$ cat config.mk
export PLATFORM = sky130hd
export DESIGN_NAME = encoder_rpm_pi_speed_control_core
export DESIGN_NICKNAME = d
export VERILOG_FILES = /design/src/sv/erpm_pkg.sv /design/src/sv/erpm_div.sv /design/src/sv/erpm_mul.sv /design/src/sv/encoder_rpm_pi_speed_control_core.sv
export SDC_FILE = /design/constraint.sdc
export NUM_CORES = 2
export LEC_CHECK = 0
export BUFFER_PORTS_ARGS = -buffer_cell sky130_fd_sc_hd__buf_2
export CAP_MARGIN = 20
export CORE_MARGIN = 4
export CORE_UTILIZATION = 39
export DETAILED_ROUTE_END_ITERATION = 7
export PLACE_DENSITY = 0.65
export REMOVE_ABC_BUFFERS = 1
export SLEW_MARGIN = 0
export SYNTH_ARGS = -nofsm -noshare
export SYNTH_HDL_FRONTEND = slang
export SYNTH_SLANG_ARGS = --single-unit
$ cat constraint.sdc
create_clock -name i_clk -period 15.4 [get_ports i_clk]
set_clock_uncertainty 0.15 [all_clocks]
set_input_delay 1.54 -clock i_clk [delete_from_list [all_inputs] [get_ports i_clk]]
set_output_delay 1.54 -clock i_clk [all_outputs]
set_load 0.05 [all_outputs]
$ cat src/sv/erpm_pkg.sv
package erpm_pkg;

    // field and datapath widths
    localparam int GAIN_W   = 16;
    localparam int RPM_W    = 16;
    localparam int DUTY_W   = 7;
    localparam int CNT_W    = 4;
    localparam int TIME_W   = 32;
    localparam int TGT_W    = 16;
    localparam int ERR_W    = 18;
    localparam int PROD_W   = GAIN_W + 1 + ERR_W;
    localparam int DVD_W    = 36;
    localparam int DVS_W    = 32;

    localparam int AVG_COUNT_DEF = 10;

    // 1e9 ns * 60 / 12 / 25 / 50 folds into 4e6 / mean_period
    localparam logic [DVD_W-1:0]  RPM_NUM   = DVD_W'(4000000);
    localparam logic [DUTY_W-1:0] DUTY_MAX  = DUTY_W'(100);
    localparam logic [GAIN_W-1:0] PROP_RST  = GAIN_W'(384);
    localparam logic [GAIN_W-1:0] INTEG_RST = GAIN_W'(20);

    // register index, taken from paddr[2]
    localparam logic REG_PROP  = 1'b0;
    localparam logic REG_INTEG = 1'b1;

    typedef enum logic [1:0] {
        OP_EDGE  = 2'd0,
        OP_CTRL  = 2'd1,
        OP_STALL = 2'd2
    } t_op;

    typedef struct packed {
        logic             start;
        logic [DVD_W-1:0] dividend;
        logic [DVS_W-1:0] divisor;
    } t_div_ctl;

    typedef struct packed {
        logic             done;
        logic [DVD_W-1:0] quotient;
    } t_div_rsp;

endpackage

$ cat src/sv/erpm_div.sv
module erpm_div
    import erpm_pkg::*;
(
    input  logic     i_clk,
    input  logic     i_rst_n,
    input  t_div_ctl i_ctl,
    output t_div_rsp o_rsp
);

    localparam int CntW = $clog2(DVD_W);

    logic             r_busy;
    logic             r_done;
    logic [CntW-1:0]  r_cnt;
    logic [DVD_W-1:0] r_quo;
    logic [DVS_W-1:0] r_rem;
    logic [DVS_W-1:0] r_dvs;

    logic [DVS_W:0]   rem_sh;
    logic [DVS_W:0]   rem_diff;
    logic             fits;

    // restoring step: one quotient bit per cycle
    assign rem_sh   = {r_rem, r_quo[DVD_W-1]};
    assign rem_diff = rem_sh - {1'b0, r_dvs};
    assign fits     = (rem_sh >= {1'b0, r_dvs});

    always_ff @(posedge i_clk) begin
        if (!i_rst_n) begin
            r_busy <= 1'b0;
            r_done <= 1'b0;
            r_cnt  <= '0;
        end else begin
            r_done <= !i_ctl.start && r_busy && (r_cnt == CntW'(DVD_W - 1));
            if (i_ctl.start) begin
                r_busy <= 1'b1;
                r_cnt  <= '0;
                r_quo  <= i_ctl.dividend;
                r_rem  <= '0;
                r_dvs  <= i_ctl.divisor;
            end else if (r_busy) begin
                r_rem <= fits ? rem_diff[DVS_W-1:0] : rem_sh[DVS_W-1:0];
                r_quo <= {r_quo[DVD_W-2:0], fits};
                r_cnt <= r_cnt + 1'b1;
                if (r_cnt == CntW'(DVD_W - 1)) begin
                    r_busy <= 1'b0;
                end
            end
        end
    end

    assign o_rsp.done     = r_done;
    assign o_rsp.quotient = r_quo;

endmodule

$ cat src/sv/erpm_mul.sv
module erpm_mul
    import erpm_pkg::*;
(
    input  logic                     i_clk,
    input  logic [GAIN_W-1:0]        i_a,
    input  logic signed [ERR_W-1:0]  i_b,
    output logic signed [PROD_W-1:0] o_prod
);

    logic signed [PROD_W-1:0] r_prod;

    // unsigned gain times signed operand, registered
    always_ff @(posedge i_clk) begin
        r_prod <= signed'({1'b0, i_a}) * i_b;
    end

    assign o_prod = r_prod;

endmodule

$ cat src/sv/encoder_rpm_pi_speed_control_core.sv
// an edge that closes the window works out the mean in 9 radix-16 steps, then the rpm in a
//   36-step division; a zero mean skips the division
// one transaction in flight at a time, taken again in the cycle after the result is loaded;
//   the 17x18 multiplier is shared by the products of the control path
// reset: synchronous active low; gains return to 1.5 and about 0.08, speed state clears,
//   direction goes forward, no result pending
module encoder_rpm_pi_speed_control_core
    import erpm_pkg::*;
#(
    parameter int AVG_COUNT = AVG_COUNT_DEF
) (
    input  logic        i_clk,
    input  logic        i_rst_n,
    // input stream
    input  logic        s_axis_tvalid,
    output logic        s_axis_tready,
    input  logic [47:0] s_axis_tdata,   // capture_time [31:0], target_rpm [47:32]
    input  logic [1:0]  s_axis_tuser,   // operation [1:0]
    // result stream
    output logic        m_axis_tvalid,
    input  logic        m_axis_tready,
    output logic [23:0] m_axis_tdata,   // duty_percent [6:0], forward [7], measured_rpm [23:8]
    output logic        m_axis_tuser,   // duty_updated [0]
    // configuration
    input  logic        psel,
    input  logic        penable,
    input  logic        pwrite,
    input  logic [2:0]  paddr,
    input  logic [31:0] pwdata,
    output logic [31:0] prdata,
    output logic        pready
);

    typedef enum logic [3:0] {
        S_IDLE,
        S_E_PER,
        S_E_SUM,
        S_E_MEAN,
        S_E_RPM,
        S_C_ERR,
        S_C_MUL1,
        S_C_ACC,
        S_C_SUM,
        S_C_MUL2,
        S_C_MUL3,
        S_C_COMB,
        S_C_RND,
        S_C_DEC,
        S_STALL,
        S_DONE
    } t_state;

    t_state r_state;

    // configuration registers
    logic [GAIN_W-1:0] r_prop;
    logic [GAIN_W-1:0] r_integ_gain;

    // latched transaction payload
    logic [TIME_W-1:0]       r_cap;
    logic signed [TGT_W-1:0] r_target;
    logic                    r_upd;

    // speed measurement state
    logic [TIME_W-1:0] r_prev_cap;
    logic [DVD_W-1:0]  r_win_sum;
    logic [CNT_W-1:0]  r_edge_cnt;
    logic [DVS_W-1:0]  r_mean;
    logic [DVS_W-1:0]  r_stall_ref;
    logic [RPM_W-1:0]  r_rpm;

    // controller state
    logic signed [31:0] r_integral;
    logic [DUTY_W-1:0]  r_duty;
    logic               r_fwd;

    // working registers of the sequencer
    logic [TIME_W-1:0]        r_period;
    logic signed [ERR_W-1:0]  r_err;
    logic signed [31:0]       r_integ_new;
    logic signed [32:0]       r_sum;
    logic signed [49:0]       r_acc;
    logic signed [33:0]       r_req;

    // window mean, one radix-16 digit per cycle
    logic [DVD_W-1:0]         r_mq_num;
    logic [3:0]               r_mq_rem;
    logic [DVS_W-1:0]         r_mq_quo;
    logic [3:0]               r_mq_cnt;

    // result register
    logic                     r_m_valid;
    logic [23:0]              r_m_data;
    logic                     r_m_user;

    // divider and shared multiplier
    t_div_ctl                 r_div_ctl;
    t_div_rsp                 div_rsp;
    logic [GAIN_W-1:0]        mul_a;
    logic signed [ERR_W-1:0]  mul_b;
    logic signed [PROD_W-1:0] mul_prod;

    // combinational helpers
    logic signed [16:0]       tgt_ext;
    logic [16:0]              tgt_mag;
    logic [DVD_W-1:0]         sum_next;
    logic [CNT_W-1:0]         cnt_next;
    logic signed [35:0]       integ_sum;
    logic signed [31:0]       integ_sat;
    logic signed [32:0]       err_sh;
    logic signed [49:0]       acc_adj;
    logic [7:0]               mq_val;
    logic [3:0]               mq_digit;
    logic [7:0]               mq_sub;
    logic                     mq_last;
    logic [DVS_W-1:0]         mean_q;
    logic                     cfg_wr;

    //--------------------------------------------------------------------
    // configuration port, written in the access phase
    //--------------------------------------------------------------------
    assign pready = 1'b1;
    assign cfg_wr = psel && penable && pwrite && pready;

    always_ff @(posedge i_clk) begin
        if (!i_rst_n) begin
            r_prop       <= PROP_RST;
            r_integ_gain <= INTEG_RST;
        end else if (cfg_wr) begin
            unique case (paddr[2])
                REG_PROP:  r_prop       <= pwdata[GAIN_W-1:0];
                REG_INTEG: r_integ_gain <= pwdata[GAIN_W-1:0];
                default:   r_prop       <= r_prop;
            endcase
        end
    end

    assign prdata = (paddr[2] == REG_INTEG) ? {16'h0000, r_integ_gain} : {16'h0000, r_prop};

    //--------------------------------------------------------------------
    // shared by no other path: the divider gives the rpm from the mean period
    //--------------------------------------------------------------------
    erpm_div u_div (
        .i_clk   (i_clk),
        .i_rst_n (i_rst_n),
        .i_ctl   (r_div_ctl),
        .o_rsp   (div_rsp)
    );

    //--------------------------------------------------------------------
    // shared multiplier: integral term, then the two halves of the P term
    //--------------------------------------------------------------------
    always_comb begin
        case (r_state)
            S_C_MUL1: begin
                mul_a = r_integ_gain;
                mul_b = r_err;
            end
            S_C_MUL2: begin
                // low half of the PI sum, never negative
                mul_a = r_prop;
                mul_b = signed'({2'b00, r_sum[15:0]});
            end
            default: begin
                // high half of the PI sum, signed, weight 2^16
                mul_a = r_prop;
                mul_b = signed'({r_sum[32], r_sum[32:16]});
            end
        endcase
    end

    erpm_mul u_mul (
        .i_clk  (i_clk),
        .i_a    (mul_a),
        .i_b    (mul_b),
        .o_prod (mul_prod)
    );

    //--------------------------------------------------------------------
    // datapath helpers
    //--------------------------------------------------------------------
    // target magnitude, -32768 gives 32768
    assign tgt_ext  = 17'(r_target);
    assign tgt_mag  = tgt_ext[16] ? 17'(-tgt_ext) : 17'(tgt_ext);

    assign sum_next = r_win_sum + DVD_W'(r_period);
    assign cnt_next = r_edge_cnt + 1'b1;

    // integral update, saturated to signed 32 bits
    assign integ_sum = 36'(r_integral) + 36'(mul_prod);
    always_comb begin
        if (integ_sum[35:31] == 5'b00000 || integ_sum[35:31] == 5'b11111) begin
            integ_sat = integ_sum[31:0];
        end else if (integ_sum[35]) begin
            integ_sat = 32'sh8000_0000;
        end else begin
            integ_sat = 32'sh7FFF_FFFF;
        end
    end

    assign err_sh  = 33'(signed'({r_err, 8'h00}));
    // bias negative products so the shift truncates toward zero
    assign acc_adj = r_acc + (r_acc[49] ? 50'sd65535 : 50'sd0);

    // window sum over AVG_COUNT: remainder stays below the count, so each digit fits 4 bits,
    // digit picked by comparing against the constant multiples of the count
    assign mq_val = {r_mq_rem, r_mq_num[DVD_W-1 -: 4]};
    always_comb begin
        mq_digit = '0;
        mq_sub   = '0;
        for (int k = 1; k < 16; k++) begin
            if (mq_val >= 8'(k * AVG_COUNT)) begin
                mq_digit = 4'(k);
                mq_sub   = 8'(k * AVG_COUNT);
            end
        end
    end

    // mean keeps the low 32 bits of the quotient
    assign mean_q  = {r_mq_quo[DVS_W-5:0], mq_digit};
    assign mq_last = (r_mq_cnt == 4'(DVD_W / 4 - 1));

    //--------------------------------------------------------------------
    // sequencer
    //--------------------------------------------------------------------
    always_ff @(posedge i_clk) begin
        if (!i_rst_n) begin
            r_state         <= S_IDLE;
            r_div_ctl.start <= 1'b0;
            r_m_valid       <= 1'b0;
            r_prev_cap      <= '0;
            r_win_sum       <= '0;
            r_edge_cnt      <= '0;
            r_mean          <= '0;
            r_stall_ref     <= '0;
            r_rpm           <= '0;
            r_integral      <= '0;
            r_duty          <= '0;
            r_fwd           <= 1'b1;
        end else begin
            // rpm division starts once the last mean digit is in and the mean is nonzero
            r_div_ctl.start <= (r_state == S_E_MEAN) && mq_last && (mean_q != '0);

            if (r_state == S_DONE && (!r_m_valid || m_axis_tready)) begin
                r_m_valid <= 1'b1;
            end else if (m_axis_tready) begin
                r_m_valid <= 1'b0;
            end

            unique case (r_state)
                S_IDLE: begin
                    if (s_axis_tvalid) begin
                        r_cap    <= s_axis_tdata[31:0];
                        r_target <= s_axis_tdata[47:32];
                        r_upd    <= (s_axis_tuser == OP_CTRL);
                        case (t_op'(s_axis_tuser))
                            OP_EDGE:  r_state <= S_E_PER;
                            OP_CTRL:  r_state <= S_C_ERR;
                            OP_STALL: r_state <= S_STALL;
                            default:  r_state <= S_DONE;
                        endcase
                    end
                end

                // edge: period since last capture, timer wraps
                S_E_PER: begin
                    r_period   <= r_cap - r_prev_cap;
                    r_prev_cap <= r_cap;
                    r_state    <= S_E_SUM;
                end

                S_E_SUM: begin
                    if (cnt_next == CNT_W'(AVG_COUNT)) begin
                        // window closes: start a fresh one and work out the mean
                        r_win_sum  <= '0;
                        r_edge_cnt <= '0;
                        r_mq_num   <= sum_next;
                        r_mq_rem   <= '0;
                        r_mq_cnt   <= '0;
                        r_state    <= S_E_MEAN;
                    end else begin
                        r_win_sum  <= sum_next;
                        r_edge_cnt <= cnt_next;
                        r_state    <= S_DONE;
                    end
                end

                S_E_MEAN: begin
                    r_mq_rem <= 4'(mq_val - mq_sub);
                    r_mq_quo <= mean_q;
                    r_mq_num <= {r_mq_num[DVD_W-5:0], 4'h0};
                    r_mq_cnt <= r_mq_cnt + 1'b1;
                    if (mq_last) begin
                        r_mean <= mean_q;
                        if (mean_q == '0) begin
                            r_rpm   <= '1;
                            r_state <= S_DONE;
                        end else begin
                            r_div_ctl.dividend <= RPM_NUM;
                            r_div_ctl.divisor  <= mean_q;
                            r_state            <= S_E_RPM;
                        end
                    end
                end

                S_E_RPM: begin
                    if (div_rsp.done) begin
                        if (div_rsp.quotient[DVD_W-1:RPM_W] != '0) begin
                            r_rpm <= '1;
                        end else begin
                            r_rpm <= div_rsp.quotient[RPM_W-1:0];
                        end
                        r_state <= S_DONE;
                    end
                end

                // control: error from target magnitude, sign sets direction
                S_C_ERR: begin
                    r_err   <= signed'({1'b0, tgt_mag}) - signed'({2'b00, r_rpm});
                    r_fwd   <= ~r_target[TGT_W-1];
                    r_state <= S_C_MUL1;
                end

                S_C_MUL1: begin
                    r_state <= S_C_ACC;
                end

                S_C_ACC: begin
                    r_integ_new <= integ_sat;
                    r_state     <= S_C_SUM;
                end

                S_C_SUM: begin
                    r_sum   <= err_sh + 33'(r_integ_new);
                    r_state <= S_C_MUL2;
                end

                S_C_MUL2: begin
                    r_state <= S_C_MUL3;
                end

                S_C_MUL3: begin
                    r_acc   <= 50'(mul_prod);
                    r_state <= S_C_COMB;
                end

                S_C_COMB: begin
                    r_acc   <= (50'(mul_prod) <<< 16) + r_acc;
                    r_state <= S_C_RND;
                end

                S_C_RND: begin
                    r_req   <= acc_adj[49:16];
                    r_state <= S_C_DEC;
                end

                // clamp, undo the integral step when pushing further into saturation
                S_C_DEC: begin
                    if (r_req > 34'sd100 && !r_err[ERR_W-1] && r_err != '0) begin
                        r_duty <= DUTY_MAX;
                    end else if (r_req[33] && r_err[ERR_W-1]) begin
                        r_duty <= '0;
                    end else if (r_req > 34'sd100) begin
                        r_duty     <= DUTY_MAX;
                        r_integral <= r_integ_new;
                    end else if (r_req[33]) begin
                        r_duty     <= '0;
                        r_integral <= r_integ_new;
                    end else begin
                        r_duty     <= r_req[DUTY_W-1:0];
                        r_integral <= r_integ_new;
                    end
                    r_state <= S_DONE;
                end

                // stall: mean unchanged since the last tick means no motion
                S_STALL: begin
                    if (r_stall_ref == r_mean) begin
                        r_rpm <= '0;
                    end
                    r_stall_ref <= r_mean;
                    r_state     <= S_DONE;
                end

                // hand the result over once the output register is free
                S_DONE: begin
                    if (!r_m_valid || m_axis_tready) begin
                        r_m_data  <= {r_rpm, r_fwd, r_duty};
                        r_m_user  <= r_upd;
                        r_state   <= S_IDLE;
                    end
                end

                default: r_state <= S_IDLE;
            endcase
        end
    end

    // one transaction in flight at a time
    assign s_axis_tready = (r_state == S_IDLE);
    assign m_axis_tvalid = r_m_valid;
    assign m_axis_tdata  = r_m_data;
    assign m_axis_tuser  = r_m_user;

endmodule

==> impl_metrics.csv <==
group,metric,value,unit
synth,ys_types,86,
clock_network,cts_hold_buf,0,
synth,avgSynthCellArea,9.92,um^2
global_route,track_usage,17.7,%
final_layout,final_cells,6849,
timing,fin_hold_ws,0.263,ns
final_layout,utilization,43.2,%
timing,fin_crit_sh,57.6,%
die,io_pins,152,
placed_design,io_buffer_count,116,
final_layout,fin_nets,5819,
final_layout,nFillCells,12000,
pwr,p_sw_share,40.6,%
global_route,grt_pass1_vias,35600,
final_layout,area.growth.synth_to_final,10.2,%
worst_hold_path,hold_class,"reg2reg",
worst_setup_path,crit_family,"adder cells",
global_route,grt_max_degree,105,
pwr,pwr-share-comb,47.1,%
synth,synth_top_area_share,28.7,%
placed_design,routabilityCongestion,0.875,
global_route,antenna_found_initial,14,
timing,worstMarginPinSlew,1.16,ns
worst_setup_path,slowest_delay,0.59,ns
synth,yosys-top-cells-area,"edfxtp_1 29%, fa_1 12%, dfxtp_1 11%",
die,die_x,366,um
clock_network,cts_resized,0,
synth,ys_seq_area_share,39.6,%
worst_setup_path,critPathRequiredTime,15.85,ns
routing,drt-initial-drc-count,2746,
synth,yosysWarnings,0,
pwr,pwr-share-seq,30.2,%
pwr,leakage,22.8,nW
worst_setup_path,crit_top_cell,"fa_1",
global_route,grt-ovfl-total,0,
final_layout,drive_gt1_share,7.75,%
clock_network,cts_root_buffer,"clkbuf_16",
pwr,power,8.88,mW
clock_network,cts_max_path_buffers,3,
pwr,power.clock.fraction,22.7,%
timing,max-slew-margin-rel,22.4,%
worst_setup_path,critPathBufInv,6,
worst_setup_path,reg2reg_slack,6.53,ns
die,num_rows,131,
clock_network,clk_pin_slew,0.06,ns
timing,fmax,0.113,GHz
placed_design,post-place-ws,6.68,ns
worst_setup_path,critPathKind,"reg2reg",
placed_design,place_hpwl,88200,um
clock_network,numCtsBuffers,84,
synth,async_flop_share,0,%
synth,syn_inst,5037,
synth,synth_edf_count,477,
die,core,0.127,mm^2
timing,fin_crit,8.87,ns
routing,via_count,35700,
pwr,p_sw,3.61,mW
routing,final_antenna_net_count,0,
synth,netlist_area,0.0500,mm^2
synth,synth_ff_type,"edfxtp_1",
clock_network,cts_sinks,750,
die,die_y,366,um
clock_network,cts_tree,"done",
timing,setup_violations,0,
timing,hold_viol_final,0,
die,start_util,39.2,%
pwr,ir_drop,0.132,mV
synth,yosysTopAreaCell,"edfxtp_1",
pwr,power_density,161,mW/mm^2
pwr,internal-power,5.27,mW
routing,routedWlPerCell,17.4,um
timing,slew_viol_final,0,
clock_network,clk_latency,0.68,ns
placed_design,place_area,0.0523,mm^2
synth,yosys-top-cells-count,"683 x nand2_1, 544 x inv_1, 477 x edfxtp_1",
worst_setup_path,crit_path_top_delay_cell,"buf_4",
worst_setup_path,setup.worst_path.end_class,"flop",
routing,routed_wl,119000,um
synth,ys_ff_latch,750,
status,run_status,"finished, final reports clean",
placed_design,placedCellCount,6687,
routing,via_per_inst,5.21,
routing,route.detailed.drc,0,
worst_setup_path,cp_data_arrival_time,9.32,ns
worst_setup_path,cp_max_fo,48,
synth,yosysMostFrequentCell,"nand2_1",
timing,rsz0062_at_grt,"false",
clock_network,post-cts-setup-buffer-count,0,
timing,fin_tns_setup,0,ns
timing,fin_ws,6.53,ns
routing,drt_pass1_iterations,5,
final_layout,fin_area,0.0551,mm^2
worst_setup_path,crit_path_start_kind,"flop",
die,dieArea,0.134,mm^2
clock_network,htreeDepth,3,
global_route,grt_pass1_wl,193000,um
job,cap_violations,0,
==> registers in the layout (all words and copies together) (netlist names), 18 cells and up <==
| name | count |
|---|---|
| r_err | 18 |
| r_stall_ref | 32 |
| r_win_sum | 36 |
| r_req | 34 |
| r_mq_num | 36 |
| m_axis_tdata | 24 |
| r_acc | 50 |
| u_div.r_rem | 32 |
| r_sum | 33 |
| r_div_ctl | 33 |
| r_cap | 32 |
| u_div.r_quo | 36 |
| r_integral | 32 |
| r_integ_new | 32 |
| r_prev_cap | 32 |
| u_div.r_dvs | 32 |
| u_mul.o_prod | 35 |
| r_period | 32 |
| r_mq_quo | 28 |
| r_mean | 32 |
==> cell families (layout without fill, tap and decap cells) <==
group	count (synthesis)	count (layout)	synth area share, %
buffers and inverters	728	860	5.68
XOR/XNOR	295	295	5.17
adder cells (fa/ha/maj)	616	616	19.9
other	2	20	0.0150
AO/OA/AOI/OAI	997	997	13.4
flip-flops	750	750	39.6
multiplexers	100	100	2.07
AND/OR/NAND/NOR	1549	1549	14.1
==> final timing paths <==
kind	cells past startpoint	start	to
worst max-delay path	26	r_state[1]	u_mul.o_prod[34]
worst min-delay path	0	r_div_ctl[7]	u_div.r_dvs[7]
worst max register to register	26	r_state[1]	u_mul.o_prod[34]
worst min register to register	0	r_div_ctl[7]	u_div.r_dvs[7]
==> cell usage in the layout, fill, tap and decap left out, types with 66 or more instances in the layout <==
cell type  instances
nand2_1          682
inv_1            544
edfxtp_1         477
nor2_1           330
ha_1             314
fa_1             301
dfxtp_1          272
a21oi_1          209
xnor2_1          205
o21ai_0          194
a21boi_0         132
buf_2            115
nor2b_1          110
a21o_1            97
xor2_1            90
clkbuf_16         85
nand3_1           75
mux2i_1           72
and2_1            66
==> per-layer routing <==
metal  wire [um]  global-route usage, %  vias up
li1            -                      -    17300
met1       54100                   24.6    17200
met2       52000                   27.3     1003
met3        8560                   3.67      240
met4        4420                   6.61        2
met5          12                      0        -
==> power by group through the flow <==
stage / clock [mW] / combinational [mW] / sequential [mW]
2_1_floorplan: 0 / 3.15 / 2.59
3_3_place_gp: 0 / 4.11 / 2.72
3_5_place_dp: 0 / 4.14 / 2.72
4_1_cts: 2.06 / 4.20 / 2.68
5_1_grt: 2.15 / 4.76 / 2.70
6_report: 2.01 / 4.18 / 2.68
==> worst reg2reg max path, cell delays in order (launching register included) <==
cell	delay, ns
dfxtp_1	0.55
nand2_1	0.26
nor3_2	0.17
buf_4	0.59
a22oi_1	0.36
nand2_1	0.55
nand2_1	0.17
fa_1	0.53
inv_1	0.06
fa_1	0.49
inv_1	0.04
fa_1	0.48
inv_1	0.06
fa_1	0.52
fa_1	0.56
inv_1	0.08
fa_1	0.54
inv_1	0.04
ha_1	0.34
a2111oi_0	0.42
a31oi_1	0.27
a211oi_1	0.54
nor2_1	0.15
a221oi_1	0.35
o21ai_0	0.19
a21oi_1	0.20
xnor2_1	0.13
==> area by class of cell <==
class,instances,area [um^2],share of cell area [%]
clock inverters,49,482,0.875
inverters,545,2050,3.72
diodes,3,7.51,0.0136
repair buffers,157,935,1.70
flip-flops and latches,750,19800,35.9
multi-input cells,3574,27500,49.9
well taps,1662,2080,3.78
clock buffers,109,2270,4.12
No activity file was read; power rests on OpenSTA's default activity.
